$ cat src/hdl/agm_pkg.sv
package agm_pkg;

  localparam int CHANNELS       = 8;
  localparam int GAIN_FRAC_BITS = 16;
  localparam int SAMPLE_W       = 16;
  localparam int GAIN_W         = GAIN_FRAC_BITS + 1;
  localparam int SUM_W          = SAMPLE_W + $clog2(CHANNELS);
  localparam int SCALED_W       = SUM_W + 1;
  localparam int NUM_W          = SAMPLE_W + GAIN_FRAC_BITS;
  localparam int CNT_W          = $clog2(CHANNELS + 1);
  localparam int DIV_CNT_W      = $clog2(NUM_W);
  localparam int RISE_SHIFT     = 5;
  localparam int IN_CH_MAX      = 8;
  localparam int IN_DATA_W      = IN_CH_MAX * SAMPLE_W + 8;
  localparam int MASK_LSB       = IN_CH_MAX * SAMPLE_W;

  localparam logic [GAIN_W-1:0] GAIN_UNITY = {1'b1, {GAIN_FRAC_BITS{1'b0}}};

  localparam logic signed [SAMPLE_W-1:0] SAMPLE_MAX = 16'sh7fff;
  localparam logic signed [SAMPLE_W-1:0] SAMPLE_MIN = 16'sh8000;

  localparam logic [SCALED_W-1:0] LIM_POS = SCALED_W'(32767);
  localparam logic [SCALED_W-1:0] LIM_NEG = SCALED_W'(32768);

  localparam logic [NUM_W-1:0] DIV_NUM_POS = {16'd32767, {GAIN_FRAC_BITS{1'b0}}};
  localparam logic [NUM_W-1:0] DIV_NUM_NEG = {16'd32768, {GAIN_FRAC_BITS{1'b0}}};

  typedef struct packed {
    logic                    vld;
    logic signed [SUM_W-1:0] val;
  } lane_t;

  typedef struct packed {
    logic signed [SUM_W-1:0]    sum;
    logic [CNT_W-1:0]           count;
    logic signed [SAMPLE_W-1:0] last;
  } merge_t;

  typedef struct packed {
    logic busy;
    logic done;
  } div_st_t;

endpackage

$ cat src/hdl/agm_lane.sv
module agm_lane (
  input  logic                                clk,
  input  logic                                load,
  input  logic signed [agm_pkg::SAMPLE_W-1:0] sample,
  input  logic                                vld,
  output agm_pkg::lane_t                      lane
);

  agm_pkg::lane_t lane_r;

  always_ff @(posedge clk) begin
    if (load) begin
      lane_r.vld <= vld;
      lane_r.val <= vld ? agm_pkg::SUM_W'(sample) : '0;
    end
  end

  assign lane = lane_r;

endmodule

$ cat src/hdl/agm_merge.sv
module agm_merge (
  input  logic                                       clk,
  input  logic                                       load,
  input  agm_pkg::lane_t [agm_pkg::CHANNELS-1:0]     lanes,
  output agm_pkg::merge_t                            res
);

  agm_pkg::merge_t res_r;
  agm_pkg::merge_t res_nxt;

  always_comb begin
    res_nxt.sum   = '0;
    res_nxt.count = '0;
    res_nxt.last  = '0;
    for (int i = 0; i < agm_pkg::CHANNELS; i++) begin
      res_nxt.sum   = res_nxt.sum + lanes[i].val;
      res_nxt.count = res_nxt.count + agm_pkg::CNT_W'(lanes[i].vld);
      if (lanes[i].vld) begin
        res_nxt.last = lanes[i].val[agm_pkg::SAMPLE_W-1:0];
      end
    end
  end

  always_ff @(posedge clk) begin
    if (load) begin
      res_r <= res_nxt;
    end
  end

  assign res = res_r;

endmodule

$ cat src/hdl/agm_div.sv
module agm_div (
  input  logic                          clk,
  input  logic                          rst_n,
  input  logic                          start,
  input  logic [agm_pkg::NUM_W-1:0]     num,
  input  logic [agm_pkg::SCALED_W-1:0]  den,
  output agm_pkg::div_st_t              st,
  output logic [agm_pkg::NUM_W-1:0]     quo
);

  logic                           busy_r;
  logic                           done_r;
  logic [agm_pkg::DIV_CNT_W-1:0]  cnt_r;
  logic [agm_pkg::SCALED_W-1:0]   den_r;
  logic [agm_pkg::SCALED_W-1:0]   rem_r;
  logic [agm_pkg::NUM_W-1:0]      quo_r;
  logic [agm_pkg::SCALED_W:0]     shifted;
  logic [agm_pkg::SCALED_W:0]     diff;
  logic                           ge;

  // one quotient bit per cycle, restoring
  always_comb begin
    shifted = {rem_r, quo_r[agm_pkg::NUM_W-1]};
    diff    = shifted - {1'b0, den_r};
    ge      = shifted >= {1'b0, den_r};
  end

  always_ff @(posedge clk) begin
    if (!rst_n) begin
      busy_r <= 1'b0;
      done_r <= 1'b0;
      cnt_r  <= '0;
    end else begin
      done_r <= 1'b0;
      if (start) begin
        busy_r <= 1'b1;
        cnt_r  <= agm_pkg::DIV_CNT_W'(agm_pkg::NUM_W - 1);
      end else if (busy_r) begin
        if (cnt_r == '0) begin
          busy_r <= 1'b0;
          done_r <= 1'b1;
        end else begin
          cnt_r <= cnt_r - 1'b1;
        end
      end
    end
  end

  always_ff @(posedge clk) begin
    if (start) begin
      den_r <= den;
      rem_r <= '0;
      quo_r <= num;
    end else if (busy_r) begin
      rem_r <= ge ? diff[agm_pkg::SCALED_W-1:0] : shifted[agm_pkg::SCALED_W-1:0];
      quo_r <= {quo_r[agm_pkg::NUM_W-2:0], ge};
    end
  end

  assign st.busy = busy_r;
  assign st.done = done_r;
  assign quo     = quo_r;

endmodule

$ cat src/hdl/adaptive_gain_audio_mixer_unit.sv
// Adaptive-gain mixer for eight 16-bit channels. A request on in_ carries the samples, the
// channel mask and a frame start flag (tuser); frame start sets the gain to unity. A mask
// with no channel gives no result, one channel passes its sample through, two or more are
// summed by parallel lanes and a merge stage, scaled by the Q1.16 gain and saturated, with
// clipped on out_tuser. One request at a time: after acceptance it passes the sum, multiply
// and evaluate states; a single channel then goes straight to the output state, a mix that
// fits first passes the gain rise state, and a clip first waits for the 32-step bit-serial
// gain divider and then the rise state. A request with no valid channel frees the block
// from the evaluate state. A new request is taken while a result still waits on out_.
module adaptive_gain_audio_mixer_unit (
  input  logic                            clk,
  input  logic                            rst_n,
  input  logic                            in_tvalid,
  output logic                            in_tready,
  // sample_ch0 .. sample_ch7 (16 bits each), channel_valid (8 bits)
  input  logic [agm_pkg::IN_DATA_W-1:0]   in_tdata,
  // frame_start
  input  logic                            in_tuser,
  output logic                            out_tvalid,
  input  logic                            out_tready,
  // mixed_sample
  output logic [15:0]                     out_tdata,
  // clipped
  output logic                            out_tuser
);

  typedef enum logic [2:0] {
    S_IDLE,
    S_SUM,
    S_MUL,
    S_EVAL,
    S_DIV,
    S_RISE,
    S_OUT
  } state_t;

  state_t                                state_r;
  logic [agm_pkg::GAIN_W-1:0]            gain_r;
  logic [agm_pkg::SCALED_W-1:0]          scaled_r;
  logic                                  neg_r;
  logic signed [agm_pkg::SAMPLE_W-1:0]   res_r;
  logic                                  clip_r;
  logic                                  out_valid_r;
  logic [15:0]                           out_data_r;
  logic                                  out_clip_r;
  logic                                  div_start;
  logic [agm_pkg::NUM_W-1:0]             div_num;

  logic                                  accept;
  agm_pkg::lane_t [agm_pkg::CHANNELS-1:0] lanes;
  agm_pkg::merge_t                       merged;
  agm_pkg::div_st_t                      div_st;
  logic [agm_pkg::NUM_W-1:0]             div_quo;
  logic [agm_pkg::SUM_W-1:0]             mag;
  logic [agm_pkg::SUM_W+agm_pkg::GAIN_W-1:0] full_prod;
  logic                                  clip_pos;
  logic                                  clip_neg;
  logic [agm_pkg::SCALED_W-1:0]          neg_scaled;
  logic [agm_pkg::GAIN_W-1:0]            gain_gap;

  assign in_tready = (state_r == S_IDLE);
  assign accept    = in_tvalid && in_tready;

  for (genvar i = 0; i < agm_pkg::CHANNELS; i++) begin : g_lane
    agm_lane u_lane (
      .clk    (clk),
      .load   (accept),
      .sample (in_tdata[i*agm_pkg::SAMPLE_W +: agm_pkg::SAMPLE_W]),
      .vld    (in_tdata[agm_pkg::MASK_LSB + i]),
      .lane   (lanes[i])
    );
  end

  agm_merge u_merge (
    .clk   (clk),
    .load  (state_r == S_SUM),
    .lanes (lanes),
    .res   (merged)
  );

  agm_div u_div (
    .clk   (clk),
    .rst_n (rst_n),
    .start (div_start),
    .num   (div_num),
    .den   (scaled_r),
    .st    (div_st),
    .quo   (div_quo)
  );

  always_comb begin
    mag        = merged.sum[agm_pkg::SUM_W-1] ? agm_pkg::SUM_W'(-merged.sum)
                                              : agm_pkg::SUM_W'(merged.sum);
    full_prod  = agm_pkg::SUM_W'(mag) * gain_r;
    clip_pos   = !neg_r && (scaled_r > agm_pkg::LIM_POS);
    clip_neg   = neg_r && (scaled_r > agm_pkg::LIM_NEG);
    neg_scaled = -scaled_r;
    gain_gap   = agm_pkg::GAIN_UNITY - gain_r;
    div_start  = (state_r == S_EVAL) && (merged.count > agm_pkg::CNT_W'(1))
                 && (clip_pos || clip_neg);
    div_num    = clip_neg ? agm_pkg::DIV_NUM_NEG : agm_pkg::DIV_NUM_POS;
  end

  always_ff @(posedge clk) begin
    if (!rst_n) begin
      state_r     <= S_IDLE;
      gain_r      <= agm_pkg::GAIN_UNITY;
      out_valid_r <= 1'b0;
    end else begin
      if (out_valid_r && out_tready && (state_r != S_OUT)) begin
        out_valid_r <= 1'b0;
      end
      case (state_r)
        S_IDLE: begin
          if (accept) begin
            if (in_tuser) begin
              gain_r <= agm_pkg::GAIN_UNITY;
            end
            state_r <= S_SUM;
          end
        end
        S_SUM: begin
          state_r <= S_MUL;
        end
        S_MUL: begin
          scaled_r <= full_prod[agm_pkg::GAIN_FRAC_BITS +: agm_pkg::SCALED_W];
          neg_r    <= merged.sum[agm_pkg::SUM_W-1];
          state_r  <= S_EVAL;
        end
        S_EVAL: begin
          if (merged.count == '0) begin
            state_r <= S_IDLE;
          end else if (merged.count == agm_pkg::CNT_W'(1)) begin
            res_r   <= merged.last;
            clip_r  <= 1'b0;
            state_r <= S_OUT;
          end else if (clip_pos) begin
            res_r   <= agm_pkg::SAMPLE_MAX;
            clip_r  <= 1'b1;
            state_r <= S_DIV;
          end else if (clip_neg) begin
            res_r   <= agm_pkg::SAMPLE_MIN;
            clip_r  <= 1'b1;
            state_r <= S_DIV;
          end else begin
            res_r   <= neg_r ? neg_scaled[agm_pkg::SAMPLE_W-1:0]
                             : scaled_r[agm_pkg::SAMPLE_W-1:0];
            clip_r  <= 1'b0;
            state_r <= S_RISE;
          end
        end
        S_DIV: begin
          if (div_st.done) begin
            gain_r  <= div_quo[agm_pkg::GAIN_W-1:0];
            state_r <= S_RISE;
          end
        end
        S_RISE: begin
          if (gain_r < agm_pkg::GAIN_UNITY) begin
            gain_r <= gain_r + (gain_gap >> agm_pkg::RISE_SHIFT);
          end
          state_r <= S_OUT;
        end
        S_OUT: begin
          if (!out_valid_r || out_tready) begin
            out_valid_r <= 1'b1;
            out_data_r  <= res_r;
            out_clip_r  <= clip_r;
            state_r     <= S_IDLE;
          end
        end
        default: begin
          state_r <= S_IDLE;
        end
      endcase
    end
  end

  assign out_tvalid = out_valid_r;
  assign out_tdata  = out_data_r;
  assign out_tuser  = out_clip_r;

`ifndef SYNTHESIS
  a_gain_max: assert property (@(posedge clk) disable iff (!rst_n)
    gain_r <= agm_pkg::GAIN_UNITY)
    else $error("gain above unity");

  a_frame_unity: assert property (@(posedge clk) disable iff (!rst_n)
    accept && in_tuser |=> gain_r == agm_pkg::GAIN_UNITY)
    else $error("frame start did not restore unity gain");

  a_clip_sat: assert property (@(posedge clk) disable iff (!rst_n)
    out_tvalid && out_tuser |-> (out_tdata == 16'h7fff || out_tdata == 16'h8000))
    else $error("clipped result not saturated");

  a_div_done: assert property (@(posedge clk) disable iff (!rst_n)
    div_st.done |-> state_r == S_DIV)
    else $error("divider finished outside gain update");
`endif

endmodule
$ cat config.mk
export PLATFORM = sky130hd
export DESIGN_NAME = adaptive_gain_audio_mixer_unit
export DESIGN_NICKNAME = d
export VERILOG_FILES = /design/src/hdl/agm_pkg.sv /design/src/hdl/agm_lane.sv /design/src/hdl/agm_merge.sv /design/src/hdl/agm_div.sv /design/src/hdl/adaptive_gain_audio_mixer_unit.sv
export SDC_FILE = /design/constraint.sdc
export NUM_CORES = 1
export LEC_CHECK = 0
export ABC_AREA = 0
export CORE_MARGIN = 5
export CORE_UTILIZATION = 60
export DETAILED_ROUTE_END_ITERATION = 12
export DONT_BUFFER_PORTS = 1
export GPL_TIMING_DRIVEN = 0
export MAX_ROUTING_LAYER = met4
export PLACE_DENSITY = 0.75
export SYNTH_ARGS = -nofsm -noshare
export SYNTH_HDL_FRONTEND = slang
export SYNTH_SLANG_ARGS = --single-unit
$ cat constraint.sdc
create_clock -name clk -period 8 [get_ports clk]
set_clock_uncertainty 0.2 [all_clocks]
set_input_delay 1.6 -clock clk [delete_from_list [all_inputs] [get_ports clk]]
set_output_delay 1.6 -clock clk [all_outputs]
set_load 0.05 [all_outputs]
==> metrics.txt <==
Cell Count Post-Placement 3539; Max Root-Sink Buffers 3; number of antenna violations at the first check in global routing 12; switching share of power 47.3%; startpoint kind of the worst setup timing path flop; overall routed net length 76.6 mm; share of the yosys chip area belonging to registers 32.2%; fraction of layout instances using a drive strength above 1 7.62%; met1 Track Usage GR 34.5%; Die Width 231 um; Die Ht 231 um; sequential share of power 17.9%; maximum number of pins on one net before global-route repair 52; final core utilization 67.2%; CTS tree done; setup repair after global routing missed its margin true; Rows 81; shortest period the worst path allows 7.93 ns; post-synthesis cell type count 71; average wire per standard cell 20.9 um; layout overhead on the synthesized area 11.5%; total via count after detailed routing 21400; capture point of the worst reg-to-reg path scaled_r[13]; core area 48500 um2; average cell area after synthesis 10.0 um2; Max IR drop VDD 0.000430 V; Max Clk Rate 126 MHz; quantity of I/O buffers inserted on ports 0; register bit total from synthesis 330; data arrival time of the critical path 8.02 ns; cell leakage power 14.1 nW; num ports 160; placer congestion estimate 0.933; pwr/cell area 464 nW/um2; clock transition time at the flip-flop clock pins of the worst setup and hold paths 0.06 ns; fraction of power consumed by combinational cells 69.7%; cell at the root of the clock tree clkbuf_16; crit-path max FO 7; number of iterations in the first detailed-routing pass 8; Global Route met2 Usage 49.6%; internal reg-to-reg setup slack 0.07 ns; Layout Nets 3669; gr busiest metal met2; wire length of the first global-routing pass 119 mm; area enclosed by the die boundary 53300 um2; worst reg2reg startpoint u_merge.res[28]; HPWL after DPL 58.7 mm; Maximum Capacitance Violations 0; instance count of the mapped netlist 2912; Finish-stage setup viols 0; headroom to the max-slew limit 31.2%; CTS HTree Levels 2; count of pins over their slew limit 0; gr ovfl total 0; Sequential Area 9430 um2; via count of the first global-routing pass 22600; Internal 7.97 mW; switching power total 7.16 mW; effective utilization at floorplan 60.3%; period utilisation layout 99.1%; overall routing resource usage 29.1%; via-per-instance ratio 5.84; depth of the worst register-to-register path 26; hold path start res_r[0]; Worst Hold End out_tdata[0]; path class of the lowest-slack min-delay path flop to flop; Post-synth EDFFs 282; fill count 3653; worst setup path category flop to flop; number of warnings reported in the yosys synthesis log 0; slew of the pin with the lowest slew margin 1.02 ns; First DRT Iteration DRCs 1603; remaining routing DRC violations 0; number of sinks driven by the clock tree 330; total count of hold-check failures in the final report 0; area used by multi-input combinational logic 18300 um2; post-synthesis async set-or-reset flop share 0%; depth of the worst hold-timing path 0; clock network latency to the later pin of the worst-skew pair 0.57 ns; filler-free cell count of the finished design 3664; clock power share 12.4%; status finished clean; Syn Std Cell Area 29200 um2; quantity of hold-fixing buffers added after cts 0; global routing usage on met3 5.77%; critical path endpoint category flop; most used flip-flop cell after synthesis edfxtp_1; net count of the mapped netlist 3578; number of clock buffers inserted by TritonCTS 37; number of nets with antenna violations after detailed routing 0; Req. time, crit path 8.09 ns
-- layout make-up --
class	instances	area share, %
inverters	469	5.40
clock buffers	43	2.97
well taps	622	2.39
plain buffers	122	1.78
diodes	10	0.0767
flip-flops and latches	330	28.9
repair buffers	53	1.39
clock inverters	25	1.13
multi-input cells	1990	56.0
-- how the worst max path moves through the flow --
stage	depth (start not counted)	slack, ns	from	endpoint
3_3_place_gp	26	-1.41	u_merge.res[20]	scaled_r[19]
5_1_grt	28	-0.13	u_merge.res[28]	scaled_r[18]
6_report	26	0.07	u_merge.res[28]	scaled_r[13]
4_1_cts	25	0.04	u_merge.res[22]	scaled_r[19]
3_5_place_dp	26	-1.72	u_merge.res[20]	scaled_r[19]
2_1_floorplan	26	0.36	u_merge.res[26]	scaled_r[13]
-- sequential cells by signal, summed over array words and instances (netlist names) --
name	count
clip_r	1
g_lane.u_lane.lane	136
gain_r	17
neg_r	1
out_tdata	16
out_tuser	1
out_tvalid	1
res_r	16
scaled_r	20
state_r	3
u_div.busy_r	1
u_div.cnt_r	5
u_div.den_r	20
u_div.done_r	1
u_div.quo	32
u_div.rem_r	20
u_merge.res	39
-- kinds of logic after synthesis --
| group | count (synthesis) | synth area share (%) |
|---|---|---|
| simple gates | 928 | 16.0 |
| buf+inv | 592 | 7.65 |
| fa+ha+maj | 525 | 31.3 |
| compound gates | 407 | 8.80 |
| flops | 330 | 32.2 |
| xor+xnor | 100 | 2.99 |
| mux | 30 | 1.03 |
-- layer usage --
metal	share of wire, %	vias up
met5	0	-
met4	4.1	0
met3	7.7	220
met2	50	932
met1	38	10600
li1	-	9688
-- synthesized netlist by cell type, drive strengths merged, types with 7 or more instances --
cell,instances,share of area (%)
inv,467,6.0
o31ai,18,0.46
nor3,51,0.87
or3,11,0.25
nor2b,23,0.49
a221oi,17,0.51
nor3b,8,0.21
nand3,36,0.62
xnor2,79,2.4
xor2,21,0.63
dfxtp,48,3.3
o21bai,11,0.28
mux2i,29,0.99
a21oi,119,2.0
nand2,282,3.6
nor2,154,2.0
nand2b,20,0.43
a211oi,12,0.33
fa,344,24
a22oi,7,0.18
and3,7,0.15
clkbuf,118,1.5
a31oi,14,0.30
ha,181,7.7
o21ai,108,1.8
nor4,12,0.26
a21o,21,0.54
edfxtp,282,29
o21a,21,0.54
o41ai,7,0.21
or4,7,0.22
and2,292,6.2
-- through the flow --
stage          total power [mW]  worst slack, ns  setup TNS, ns  hold slack, ns  area, um2
2_1_floorplan              9.16            0.356              0           0.200      29200
3_3_place_gp               11.4            -1.41         -19.97           0.207      30000
3_5_place_dp               11.7            -1.72         -24.17           0.205      30100
4_1_cts                    14.1           0.0395              0           0.220      32000
5_1_grt                    16.3           -0.129         -0.440           0.225      32600
6_report                   15.1           0.0743              0           0.219      32600
-- worst max-delay path, cell delays in order, from the launching register on --
cell	delay (ns)
edfxtp_1	0.39
or4_4	0.58
nor4_4	0.45
nand3_4	0.18
o31ai_4	0.38
xnor2_4	0.24
buf_8	0.18
nand2_4	0.05
fa_1	0.51
fa_1	0.51
fa_2	0.55
inv_2	0.04
fa_2	0.45
fa_1	0.52
inv_1	0.06
fa_1	0.50
inv_2	0.05
ha_4	0.18
a211oi_4	0.28
o21a_1	0.19
nor3_4	0.06
a21oi_1	0.15
nor2b_1	0.08
o21a_2	0.26
or3_4	0.40
a21oi_2	0.14
xnor2_1	0.08
-- repair_timing --
item	4_1_cts	5_1_grt
hold endpoints to repair	0	0
buffers inserted	18	30
gates resized for setup	80	82
setup endpoints to repair	20	15
pin swaps	9	52
-- power groups by stage --
stage / registers (mW) / clock network, mW / logic [mW]
final: 2.71 / 1.87 / 10.5
after global routing: 2.74 / 1.97 / 11.6
after detailed placement: 2.70 / 0 / 9.00
after global placement: 2.71 / 0 / 8.74
after floorplan: 2.64 / 0 / 6.52
after CTS: 2.69 / 1.90 / 9.52
-- placed cells by master, fill, tap and decap left out, types with 101 or more instances in the layout --
cell type / netlist / final
a21oi_1: 119 / 115
and2_1: 292 / 289
clkbuf_1: 118 / 102
edfxtp_1: 282 / 282
fa_1: 344 / 341
ha_1: 181 / 174
inv_1: 466 / 462
nand2_1: 282 / 278
nor2_1: 154 / 150
o21ai_0: 107 / 101
No activity file was read; power rests on OpenSTA's default activity.
